==> config.mk <==
export PLATFORM = sky130hd
export DESIGN_NAME = box_filter_3x3_with_max
export DESIGN_NICKNAME = d
export VERILOG_FILES = /design/src/design/bfm_pkg.sv /design/src/design/bfm_linebuf.sv /design/src/design/bfm_cell.sv /design/src/design/box_filter_3x3_with_max.sv
export SDC_FILE = /design/constraint.sdc
export NUM_CORES = 2
export LEC_CHECK = 0
export BUFFER_PORTS_ARGS = -buffer_cell sky130_fd_sc_hd__buf_2
export CAP_MARGIN = 10
export CORE_ASPECT_RATIO = 0.9
export CORE_UTILIZATION = 56
export DETAILED_ROUTE_END_ITERATION = 10
export PLACE_DENSITY_LB_ADDON = 0.12
export SLEW_MARGIN = 20
export SYNTH_ARGS = -nofsm -noshare
export SYNTH_HDL_FRONTEND = slang
export SYNTH_HIERARCHICAL = 1
export SYNTH_SLANG_ARGS = --single-unit
==> constraint.sdc <==
create_clock -name i_clk -period 13.9 [get_ports i_clk]
set_input_delay 0.695 -clock i_clk [delete_from_list [all_inputs] [get_ports i_clk]]
set_output_delay 0.695 -clock i_clk [all_outputs]
set_load 0.03 [all_outputs]
==> src/design/bfm_pkg.sv <==
// ----------------------------------------------------------------------------
// bfm_pkg
// Shared types and constants of the 3x3 box filter with frame maximum.
// ----------------------------------------------------------------------------
package bfm_pkg;

    localparam int ROWS = 64;
    localparam int COLS = 64;

    // Counter widths: wide enough for the frame, never below the 6-bit fields
    localparam int ROW_BITS = ($clog2(ROWS) > 6) ? $clog2(ROWS) : 6;
    localparam int COL_BITS = ($clog2(COLS) > 6) ? $clog2(COLS) : 6;
    localparam int ADDR_W   = $clog2(COLS);

    localparam int PIX_W  = 16;
    localparam int PSUM_W = PIX_W + 2;   // three samples of one row
    localparam int SUM_W  = PIX_W + 4;   // nine samples
    localparam int MEAN_W = 20;
    localparam int X_W    = SUM_W + 4;   // sum in 20.4 fixed point
    localparam int MUL_W  = 24;
    localparam int PROD_W = X_W + MUL_W;

    // floor(x / 9) = (x * DIV_MULT) >> DIV_SHIFT for every x below 2**27
    localparam int          DIV_SHIFT = 27;
    localparam logic [MUL_W-1:0] DIV_MULT = 24'd14913081;

    typedef struct packed {
        logic [15:0] pixel;
        logic        frame_start;
    } t_in;

    typedef struct packed {
        logic [5:0]  center_row;
        logic [5:0]  center_col;
        logic [19:0] mean_value;
        logic [19:0] frame_max;
        logic        frame_done;
    } t_out;

    // Per-item control tag that travels down the pipeline
    typedef struct packed {
        logic       emit;
        logic       clr_before;
        logic       last;
        logic [5:0] row;
        logic [5:0] col;
    } t_tag;

endpackage

==> src/design/bfm_linebuf.sv <==
// ----------------------------------------------------------------------------
// bfm_linebuf
// Two line buffers: the row above and the row two above, registered reads.
// ----------------------------------------------------------------------------
module bfm_linebuf (
    input  logic                        i_clk,
    input  logic                        i_rd_en,
    input  logic [bfm_pkg::ADDR_W-1:0]  i_rd_addr,
    input  logic                        i_wr_en,
    input  logic [bfm_pkg::ADDR_W-1:0]  i_wr_addr,
    input  logic [bfm_pkg::PIX_W-1:0]   i_wr_pixel,
    input  logic [bfm_pkg::PIX_W-1:0]   i_wr_mid,
    output logic [bfm_pkg::PIX_W-1:0]   o_top,
    output logic [bfm_pkg::PIX_W-1:0]   o_mid
);
    import bfm_pkg::*;

    logic [PIX_W-1:0] r_above     [COLS];
    logic [PIX_W-1:0] r_two_above [COLS];
    logic [PIX_W-1:0] r_top;
    logic [PIX_W-1:0] r_mid;

    always_ff @(posedge i_clk) begin
        if (i_wr_en) begin
            r_above[i_wr_addr]     <= i_wr_pixel;
            r_two_above[i_wr_addr] <= i_wr_mid;
        end
    end

    always_ff @(posedge i_clk) begin
        if (i_rd_en) begin
            r_top <= r_two_above[i_rd_addr];
            r_mid <= r_above[i_rd_addr];
        end
    end

    assign o_top = r_top;
    assign o_mid = r_mid;

endmodule

==> src/design/bfm_cell.sv <==
// ----------------------------------------------------------------------------
// bfm_cell
// One window row: holds the two previous columns, sums them with the new one.
// ----------------------------------------------------------------------------
module bfm_cell (
    input  logic                        i_clk,
    input  logic                        i_rst_n,
    input  logic                        i_en,
    input  logic [bfm_pkg::PIX_W-1:0]   i_sample,
    output logic [bfm_pkg::PSUM_W-1:0]  o_psum
);
    import bfm_pkg::*;

    logic [PIX_W-1:0]  r_tap_a;   // column col-2
    logic [PIX_W-1:0]  r_tap_b;   // column col-1
    logic [PSUM_W-1:0] r_psum;

    always_ff @(posedge i_clk) begin
        if (!i_rst_n) begin
            r_tap_a <= '0;
            r_tap_b <= '0;
        end else if (i_en) begin
            r_tap_a <= r_tap_b;
            r_tap_b <= i_sample;
        end
    end

    always_ff @(posedge i_clk) begin
        if (i_en) begin
            r_psum <= PSUM_W'(r_tap_a) + PSUM_W'(r_tap_b) + PSUM_W'(i_sample);
        end
    end

    assign o_psum = r_psum;

endmodule

==> src/design/box_filter_3x3_with_max.sv <==
// ----------------------------------------------------------------------------
// box_filter_3x3_with_max
// 3x3 box mean over a raster pixel stream with the running frame maximum.
// ----------------------------------------------------------------------------
//
//   channel  | direction | handshake         | payload
//   ---------+-----------+-------------------+---------------------------------
//   input    | in        | i_valid / o_stall | i_data : pixel, frame_start
//   output   | out       | o_valid / i_stall | o_data : row, col, mean, max, done
//
// One pixel item is taken every clock while the output is not stalled; the
// pipeline is five stages deep (line buffer read, window cells, sum,
// multiply by 1/9, max and output register).
// Reset (i_rst_n low, synchronous) clears counters, window, stage valids
// and the maximum; the line buffers are not cleared.
// A stalled output item holds the whole pipeline; o_stall rises with it.
// ----------------------------------------------------------------------------
module box_filter_3x3_with_max (
    input  logic           i_clk,
    input  logic           i_rst_n,
    input  logic           i_valid,
    output logic           o_stall,
    input  bfm_pkg::t_in   i_data,
    output logic           o_valid,
    input  logic           i_stall,
    output bfm_pkg::t_out  o_data
);
    import bfm_pkg::*;

    // pipeline advance: output register empty or being taken
    logic en;
    logic accept;

    assign en      = !o_valid || !i_stall;
    assign o_stall = !en;
    assign accept  = i_valid && en;

    // ---------------------------------------------------------------- stage 0
    // Position of this pixel; a frame-start mark forces (0, 0).
    logic [ROW_BITS-1:0] r_row;
    logic [COL_BITS-1:0] r_col;
    logic [ROW_BITS-1:0] cur_row;
    logic [COL_BITS-1:0] cur_col;
    logic                last_col;
    logic                last_row;
    t_tag                tag0;

    assign cur_row  = i_data.frame_start ? '0 : r_row;
    assign cur_col  = i_data.frame_start ? '0 : r_col;
    assign last_col = (cur_col == COL_BITS'(COLS - 1));
    assign last_row = (cur_row == ROW_BITS'(ROWS - 1));

    always_comb begin
        tag0.emit       = (cur_row >= ROW_BITS'(2)) && (cur_col >= COL_BITS'(2));
        tag0.clr_before = i_data.frame_start;
        tag0.last       = last_row && last_col;
        tag0.row        = 6'(cur_row - ROW_BITS'(1));
        tag0.col        = 6'(cur_col - COL_BITS'(1));
    end

    // advance the counters, wrap at frame end
    always_ff @(posedge i_clk) begin
        if (!i_rst_n) begin
            r_row <= '0;
            r_col <= '0;
        end else if (accept) begin
            if (last_col) begin
                r_col <= '0;
                r_row <= last_row ? '0 : cur_row + ROW_BITS'(1);
            end else begin
                r_col <= cur_col + COL_BITS'(1);
                r_row <= cur_row;
            end
        end
    end

    // ---------------------------------------------------------------- stage 1
    // Line buffer data arrives here; the write of this column happens when
    // the item leaves, before or with any later read of the same column.
    logic                r_v1;
    t_tag                r_tag1;
    logic [PIX_W-1:0]    r_px1;
    logic [ADDR_W-1:0]   r_addr1;
    logic [PIX_W-1:0]    top;
    logic [PIX_W-1:0]    mid;
    logic                adv1;

    assign adv1 = r_v1 && en;

    always_ff @(posedge i_clk) begin
        if (!i_rst_n) begin
            r_v1 <= 1'b0;
        end else if (en) begin
            r_v1 <= i_valid;
        end
    end

    always_ff @(posedge i_clk) begin
        if (accept) begin
            r_tag1  <= tag0;
            r_px1   <= i_data.pixel;
            r_addr1 <= cur_col[ADDR_W-1:0];
        end
    end

    bfm_linebuf u_linebuf (
        .i_clk      (i_clk),
        .i_rd_en    (accept),
        .i_rd_addr  (cur_col[ADDR_W-1:0]),
        .i_wr_en    (adv1),
        .i_wr_addr  (r_addr1),
        .i_wr_pixel (r_px1),
        .i_wr_mid   (mid),
        .o_top      (top),
        .o_mid      (mid)
    );

    // ---------------------------------------------------------------- stage 2
    // Window cells, one per row: top, middle, current.
    logic [PIX_W-1:0]  cell_in  [3];
    logic [PSUM_W-1:0] psum     [3];

    assign cell_in[0] = top;
    assign cell_in[1] = mid;
    assign cell_in[2] = r_px1;

    for (genvar g = 0; g < 3; g++) begin : g_cell
        bfm_cell u_cell (
            .i_clk    (i_clk),
            .i_rst_n  (i_rst_n),
            .i_en     (adv1),
            .i_sample (cell_in[g]),
            .o_psum   (psum[g])
        );
    end

    logic r_v2;
    t_tag r_tag2;

    always_ff @(posedge i_clk) begin
        if (!i_rst_n) begin
            r_v2 <= 1'b0;
        end else if (en) begin
            r_v2 <= r_v1;
        end
    end

    always_ff @(posedge i_clk) begin
        if (adv1) begin
            r_tag2 <= r_tag1;
        end
    end

    // ---------------------------------------------------------------- stage 3
    // Full window sum.
    logic             r_v3;
    t_tag             r_tag3;
    logic [SUM_W-1:0] r_sum3;

    always_ff @(posedge i_clk) begin
        if (!i_rst_n) begin
            r_v3 <= 1'b0;
        end else if (en) begin
            r_v3 <= r_v2;
        end
    end

    always_ff @(posedge i_clk) begin
        if (r_v2 && en) begin
            r_tag3 <= r_tag2;
            r_sum3 <= SUM_W'(psum[0]) + SUM_W'(psum[1]) + SUM_W'(psum[2]);
        end
    end

    // ---------------------------------------------------------------- stage 4
    // Scale the sum to 20.4 and multiply by the reciprocal of nine (16.4 mean).
    logic              r_v4;
    t_tag              r_tag4;
    logic [PROD_W-1:0] r_prod4;
    logic [X_W-1:0]    sum_fx;

    assign sum_fx = {r_sum3, 4'b0000};

    always_ff @(posedge i_clk) begin
        if (!i_rst_n) begin
            r_v4 <= 1'b0;
        end else if (en) begin
            r_v4 <= r_v3;
        end
    end

    always_ff @(posedge i_clk) begin
        if (r_v3 && en) begin
            r_tag4  <= r_tag3;
            r_prod4 <= PROD_W'(sum_fx) * PROD_W'(DIV_MULT);
        end
    end

    // --------------------------------------------------------- max and output
    logic [MEAN_W-1:0] mean;
    logic [MEAN_W-1:0] r_max;
    logic [MEAN_W-1:0] max_base;
    logic [MEAN_W-1:0] max_new;
    logic              r_out_valid;
    t_out              r_out;

    assign mean     = r_prod4[DIV_SHIFT +: MEAN_W];
    assign max_base = r_tag4.clr_before ? '0 : r_max;
    assign max_new  = (r_tag4.emit && (mean > max_base)) ? mean : max_base;

    // drop the maximum at frame start and after the last pixel of a frame
    always_ff @(posedge i_clk) begin
        if (!i_rst_n) begin
            r_max <= '0;
        end else if (r_v4 && en) begin
            r_max <= r_tag4.last ? '0 : max_new;
        end
    end

    always_ff @(posedge i_clk) begin
        if (!i_rst_n) begin
            r_out_valid <= 1'b0;
        end else if (en) begin
            r_out_valid <= r_v4 && r_tag4.emit;
        end
    end

    always_ff @(posedge i_clk) begin
        if (r_v4 && en) begin
            r_out.center_row <= r_tag4.row;
            r_out.center_col <= r_tag4.col;
            r_out.mean_value <= mean;
            r_out.frame_max  <= max_new;
            r_out.frame_done <= r_tag4.last;
        end
    end

    assign o_valid = r_out_valid;
    assign o_data  = r_out;

endmodule
### Word level (Yosys, flattened, before mapping)

Memories as Yosys holds them, arrays and structs flattened. A register that Yosys moved wholly into a read port is not among the register bits.
Index checks and enable logic that the tools add are counted.

| storage, ports and cells | value |
|---|---|
| register bits after elaboration | 385 |
| memories | 2 |
| output and inout bits | 55 |
| input bits | 21 |
| word-level logic and storage cells | 89 |
| memory bits (writable) | 2048 |

| operators by class | value |
|---|---|
| order comparisons | 3 |
| reductions and logical operators | 13 |
| add/sub/neg operators | 12 |
| multipliers | 1 |
| muxes and demuxes | 10 |
| equal/unequal tests | 2 |

Memories:

| memory | words | width | read ports | clocked after memory_dff | wr ports | line | source |
|---|---|---|---|---|---|---|---|
| u_linebuf.r_above | 64 | 16 | 1 | 1 | 1 | bfm_linebuf.sv:18 | `logic [PIX_W-1:0] r_above [COLS];` |
| u_linebuf.r_two_above | 64 | 16 | 1 | 1 | 1 | bfm_linebuf.sv:19 | `logic [PIX_W-1:0] r_two_above [COLS];` |

Operators by type and width:

| operator | number |
|---|---|
| $mux 20 | 3 |
| $add 18x16->18 | 3 |
| $add 16x16->17 | 3 |
| $mul 20x24->43 const B | 1 |
| $mux 6 | 5 |
| $add 19x18->20 | 1 |
| $gt 20x20->1 | 1 |
| $add 18x18->19 | 1 |
| $add 6x1->6 const B | 2 |
| $eq 6x6->1 const B | 2 |
| $ge 6x2->1 const B | 2 |
| $sub 6x1->6 const B | 2 |
| $logic_and 1x1->1 | 9 |
| $logic_not 1->1 | 3 |
| $mux 1 | 2 |
| $logic_or 1x1->1 | 1 |

### Longest topological paths before layout

| depth | value |
|---|---|
| word-level depth | 5 |
| gate-level depth with buffers | 22 |
| gate-level depth less buffers | 22 |

### Modules after synthesis

The synthesis kept the hierarchy.

Modules (own cells, without submodules):

| module | cells an instance | area an instance (um^2) | seq. area each (um^2) | instances |
|---|---|---|---|---|
| bfm_linebuf | 3326 | 79005.8 | 62459.9 | 1 |
| box_filter_3x3_with_max | 1268 | 15069.5 | 5995.8 | 1 |
| bfm_cell at g_cell[1].u_cell ... | 249 | 2847.7 | 1181.1 | 2 |
| bfm_cell at g_cell[0].u_cell | 240 | 2844.0 | 1181.1 | 1 |

### Worst setup path before layout

No wires, ideal clock.

| timing | value |
|---|---|
| path type | register to register |
| start | register r_sum3[11] |
| end | register r_prod4[37] (data pin) |
| setup slack | 7989 ps |
| period minus slack after synthesis | 5911 ps |
| buffers on the path | 0 |
| setup time | 262 ps |
| required time | 13638 ps |
| arrival | 5649 ps |
| cell stages (with the launch flop) | 20 |
| path through | edfxtp_1 fa_1 ha_1 inv_1 fa_1 fa_1 fa_1 inv_1 fa_1 inv_1 fa_1 inv_1 ha_1 and4_1 a221oi_1 and3b_1 a21oi_1 a31oi_1 o21bai_1 xor2_1 |

| on the way | value |
|---|---|
| cells in the longest elaborated chain, start to end | 1 |

Ends and longest elaborated chain:

| what | line | source |
|---|---|---|
| start, declared | box_filter_3x3_with_max.sv:158 | `logic [SUM_W-1:0] r_sum3;` |
| start signal, assigned | box_filter_3x3_with_max.sv:171 | `r_sum3 <= SUM_W'(psum[0]) + SUM_W'(psum[1]) + SUM_W'(psum[2]);` |
| $mul 20x24->43 | box_filter_3x3_with_max.sv:195 | `r_prod4 <= PROD_W'(sum_fx) * PROD_W'(DIV_MULT);` |
| end signal, assigned | box_filter_3x3_with_max.sv:195 |  |
| end, declared | box_filter_3x3_with_max.sv:179 | `logic [PROD_W-1:0] r_prod4;` |

Every way passes these cells.
A chain may end at the register's enable or synchronous reset.

### Final worst setup path

| timing | value |
|---|---|
| start | register r_sum3[5] |
| end | register r_prod4[37] (data pin) |

Same word-level chain as after synthesis.

==> run_summary.xml <==
<?xml version="1.0" encoding="UTF-8"?>
<metrics>
  <group name="synth">
    <metric name="syn_nets" unit="">5798</metric>
    <metric name="synth.yosys.warnings" unit="">6</metric>
    <metric name="post_synth_main_area_contributors" unit="">sky130_fd_sc_hd__edfxtp_1, sky130_fd_sc_hd__mux4_2, sky130_fd_sc_hd__fa_1, sky130_fd_sc_hd__ha_1, sky130_fd_sc_hd__dfxtp_1</metric>
    <metric name="synth-seq-cells" unit="">2442</metric>
    <metric name="yosysTopAreaCell" unit="">sky130_fd_sc_hd__edfxtp_1</metric>
    <metric name="synthMostInstantiatedCell" unit="">sky130_fd_sc_hd__edfxtp_1</metric>
    <metric name="yosysSeqAreaShare" unit="%">70.2</metric>
    <metric name="netlist_area" unit="sq um">103000</metric>
    <metric name="synth.lib_cells_used.distinct" unit="">87</metric>
    <metric name="postSynth.topFlopCell" unit="">sky130_fd_sc_hd__edfxtp_1</metric>
    <metric name="synth_edf_count" unit="">2309</metric>
    <metric name="syn-mean-instance-area" unit="sq um">19.2</metric>
    <metric name="asyncSetResetFlopFracSynth" unit="%">0</metric>
    <metric name="synth.top_cells.by_count" unit="">sky130_fd_sc_hd__edfxtp_1, sky130_fd_sc_hd__mux4_2, sky130_fd_sc_hd__inv_1</metric>
    <metric name="post_synth_inst_count" unit="">5332</metric>
    <metric name="synth.top_cell.area_share" unit="%">67.6</metric>
  </group>
  <group name="floorplanning">
    <metric name="dieArea" unit="sq um">185000</metric>
    <metric name="initial_utilization" unit="%">56.5</metric>
    <metric name="floorplan.die.width" unit="um">453</metric>
    <metric name="io_pins" unit="">76</metric>
    <metric name="die_h" unit="um">408</metric>
    <metric name="coreArea" unit="sq um">181000</metric>
    <metric name="fp-row-count" unit="">148</metric>
  </group>
  <group name="critical_path">
    <metric name="worstPathMaxFanout" unit="">5</metric>
    <metric name="critical_path.startpoint_type" unit="">flip-flop</metric>
    <metric name="setup.worst_path.end_class" unit="">flip-flop</metric>
    <metric name="cp.required" unit="ns">14.44</metric>
    <metric name="reg2reg_depth" unit="">20</metric>
    <metric name="worstSetupPathType" unit="">reg -&gt; reg</metric>
    <metric name="cp.arrival" unit="ns">7.02</metric>
    <metric name="worst-r2r-setup-slack" unit="ns">7.43</metric>
  </group>
  <group name="power">
    <metric name="switching_power_as_a_share_of_total_power" unit="%">29.4</metric>
    <metric name="clock_power_share" unit="%">31.0</metric>
    <metric name="power_density" unit="nW/um^2">174</metric>
    <metric name="total_leakage_power" unit="uW">0.0374</metric>
    <metric name="worst_ir_drop_on_vdd" unit="mV">0.450</metric>
    <metric name="comb_power_share" unit="%">26.4</metric>
    <metric name="sequentialPowerShare" unit="%">42.6</metric>
    <metric name="switching_power" unit="uW">5830</metric>
    <metric name="internal_power" unit="uW">14000</metric>
  </group>
  <group name="cts">
    <metric name="tritoncts_num_sinks" unit="">2442</metric>
    <metric name="ctsRootBufferMaster" unit="">sky130_fd_sc_hd__clkbuf_16</metric>
    <metric name="worst_skew_pair.late_latency" unit="ns">0.90</metric>
    <metric name="h-tree-depth" unit="">4</metric>
    <metric name="clock_path_buffers" unit="">3</metric>
    <metric name="cts_buffers" unit="">229</metric>
    <metric name="clk_transition_reported_paths" unit="ns">0.06</metric>
    <metric name="cts_tree" unit="">yes</metric>
  </group>
  <group name="route">
    <metric name="viasPerCell" unit="">6.33</metric>
    <metric name="antenna_left" unit="">0</metric>
    <metric name="drt_first_iter_violations" unit="">5786</metric>
    <metric name="drc" unit="">0</metric>
    <metric name="dr_total_vias" unit="">51800</metric>
    <metric name="first_pass_iters" unit="">5</metric>
    <metric name="finalWirelength" unit="mm">253</metric>
    <metric name="wl_per_cell" unit="um">30.9</metric>
  </group>
  <group name="global_routing">
    <metric name="grt_max_degree" unit="">94</metric>
    <metric name="grt_overflow_total" unit="">0</metric>
    <metric name="grt_first_pass_wirelength" unit="mm">363</metric>
    <metric name="grt_pass1_vias" unit="">51900</metric>
    <metric name="grt_antenna_before_repair" unit="">10</metric>
    <metric name="gr-usage-all-layers" unit="%">27.6</metric>
  </group>
  <group name="sta">
    <metric name="timing.final.max_slew_violations" unit="">0</metric>
    <metric name="relSlewSlack" unit="%">18.2</metric>
    <metric name="setup_tns" unit="ns">0</metric>
    <metric name="report.final.hold_viol_count" unit="">0</metric>
    <metric name="max_clock_freq" unit="MHz">154</metric>
    <metric name="finalHoldWorstSlack" unit="ns">0.0767</metric>
    <metric name="setup_violations" unit="">0</metric>
    <metric name="layout_worst_path_cycle_share" unit="%">46.6</metric>
    <metric name="rsz0062_at_grt" unit="">false</metric>
    <metric name="timing.clock.skew" unit="ns">0.0993</metric>
    <metric name="finalWorstPathRequiredPeriod" unit="ns">6.47</metric>
    <metric name="tightestPinTransition" unit="ns">1.22</metric>
  </group>
  <group name="placed_design">
    <metric name="place.detailed.instances" unit="">7735</metric>
    <metric name="globalplace.congestion" unit="">0.857</metric>
    <metric name="hpwl" unit="mm">148</metric>
    <metric name="placement.io_buffers" unit="">75</metric>
  </group>
  <group name="worst_hold_path">
    <metric name="worst_hold_path_type" unit="">in -&gt; reg</metric>
    <metric name="worst_hold_path.num_cells" unit="">1</metric>
  </group>
  <group name="finish">
    <metric name="share_of_layout_cells_above_drive_strength_1" unit="%">21.0</metric>
    <metric name="fin_nets" unit="">6047</metric>
    <metric name="layoutNonFillerInstCount" unit="">8176</metric>
    <metric name="finalCoreUtilization" unit="%">63.0</metric>
    <metric name="area.growth.synth_to_final" unit="%">11.3</metric>
  </group>
  <group name="run_status">
    <metric name="outcome" unit="">completed</metric>
  </group>
  <group name="flow_run">
    <metric name="drv_cap" unit="">0</metric>
  </group>
</metrics>
## power groups by stage
| stage | Sequential, uW | Clock (uW) | Combinational (uW) |
|---|---|---|---|
| 2_1_floorplan | 8630 | 0 | 3950 |
| 3_3_place_gp | 8620 | 0 | 5200 |
| 3_5_place_dp | 8620 | 0 | 5260 |
| 4_1_cts | 8460 | 6250 | 5320 |
| 5_1_grt | 8460 | 6510 | 6000 |
| 6_report | 8460 | 6150 | 5240 |
## cells by family (layout without fill, tap and decap cells)
group / after synthesis / after routing / share of synthesized area, %
adders and majority gates: 445 / 445 / 6.78
DFF: 2442 / 2442 / 70.2
and+or+nand+nor: 552 / 552 / 2.77
other: 0 / 10 / 0
buffers and inverters: 510 / 944 / 2.15
xor gates and xnor gates: 79 / 79 / 0.674
AOI/OAI and AO/OA: 553 / 553 / 3.74
muxes: 751 / 751 / 13.7
## routing by layer
layer,vias up,GRT usage [%],routed length (um)
met5,-,0,13
met4,2,7.45,6970
met3,324,4.72,22200
met2,2326,44.8,123000
met1,27400,39.1,101000
li1,21800,-,-
## final cells by class
type	instances	area, sq um
Clock inverter	129	1410
Multi-Input combinational cell	2380	29000
Clock buffer	287	5990
Antenna cell	10	25.0
Timing Repair Buffer	246	1760
Fill cell	12500	67200
Sequential cell	2442	72000
Tap cell	2400	3000
Inverter	282	1070
## critical path: stages (launching register included)
cell	delay (ns)
sky130_fd_sc_hd__edfxtp_1	0.49
sky130_fd_sc_hd__ha_1	0.38
sky130_fd_sc_hd__ha_1	0.20
sky130_fd_sc_hd__or2_2	0.33
sky130_fd_sc_hd__fa_1	0.54
sky130_fd_sc_hd__inv_1	0.06
sky130_fd_sc_hd__fa_1	0.54
sky130_fd_sc_hd__fa_1	0.51
sky130_fd_sc_hd__inv_1	0.05
sky130_fd_sc_hd__fa_1	0.50
sky130_fd_sc_hd__inv_1	0.05
sky130_fd_sc_hd__fa_1	0.47
sky130_fd_sc_hd__inv_1	0.04
sky130_fd_sc_hd__ha_1	0.32
sky130_fd_sc_hd__and4_1	0.20
sky130_fd_sc_hd__a221oi_1	0.50
sky130_fd_sc_hd__and3b_1	0.30
sky130_fd_sc_hd__a21oi_1	0.12
sky130_fd_sc_hd__a31oi_1	0.33
sky130_fd_sc_hd__o21bai_1	0.11
sky130_fd_sc_hd__xor2_1	0.14
## metrics by stage
step	area (sq um)	power [uW]	setup slack, ns
final	114000	19800	7.43
after global routing	114000	21000	7.12
after CTS	114000	20000	7.37
after detailed placement	107000	13900	7.41
after global placement	107000	13800	7.45
after floorplan	103000	12600	7.99
## sequential cells by signal, summed over array words and instances (netlist names), 16 cells and up
name	flops
u_linebuf/o_mid	16
r_px1	16
g_cell.u_cell/o_psum	54
u_linebuf/r_two_above	1024
o_data	53
u_linebuf/r_above	1024
u_linebuf/o_top	16
r_max	20
r_prod4	20
g_cell.u_cell/r_tap_b	48
r_sum3	20
g_cell.u_cell/r_tap_a	48
## worst paths after layout
check,startpoint,to
min reg2reg,r_tag1[2],r_tag2[2]
min,i_data[15],r_px1[14]
max,r_sum3[5],r_prod4[37]
max reg2reg,r_sum3[5],r_prod4[37]
## repair_timing
item	CTS	global route
endpoints found under the hold margin	15	0
buffers inserted	0	0
hold buffers	15	0
gates resized for setup	0	0
## layout by cell type (no fill, tap or decap), drive strengths merged, types with 144 or more instances in the layout
cell / n
nor2: 144
edfxtp: 2309
buf: 231
mux4: 524
fa: 185
ha: 260
clkbuf: 287
mux2i: 216
inv: 288
Power figures use the tool's default switching activity.
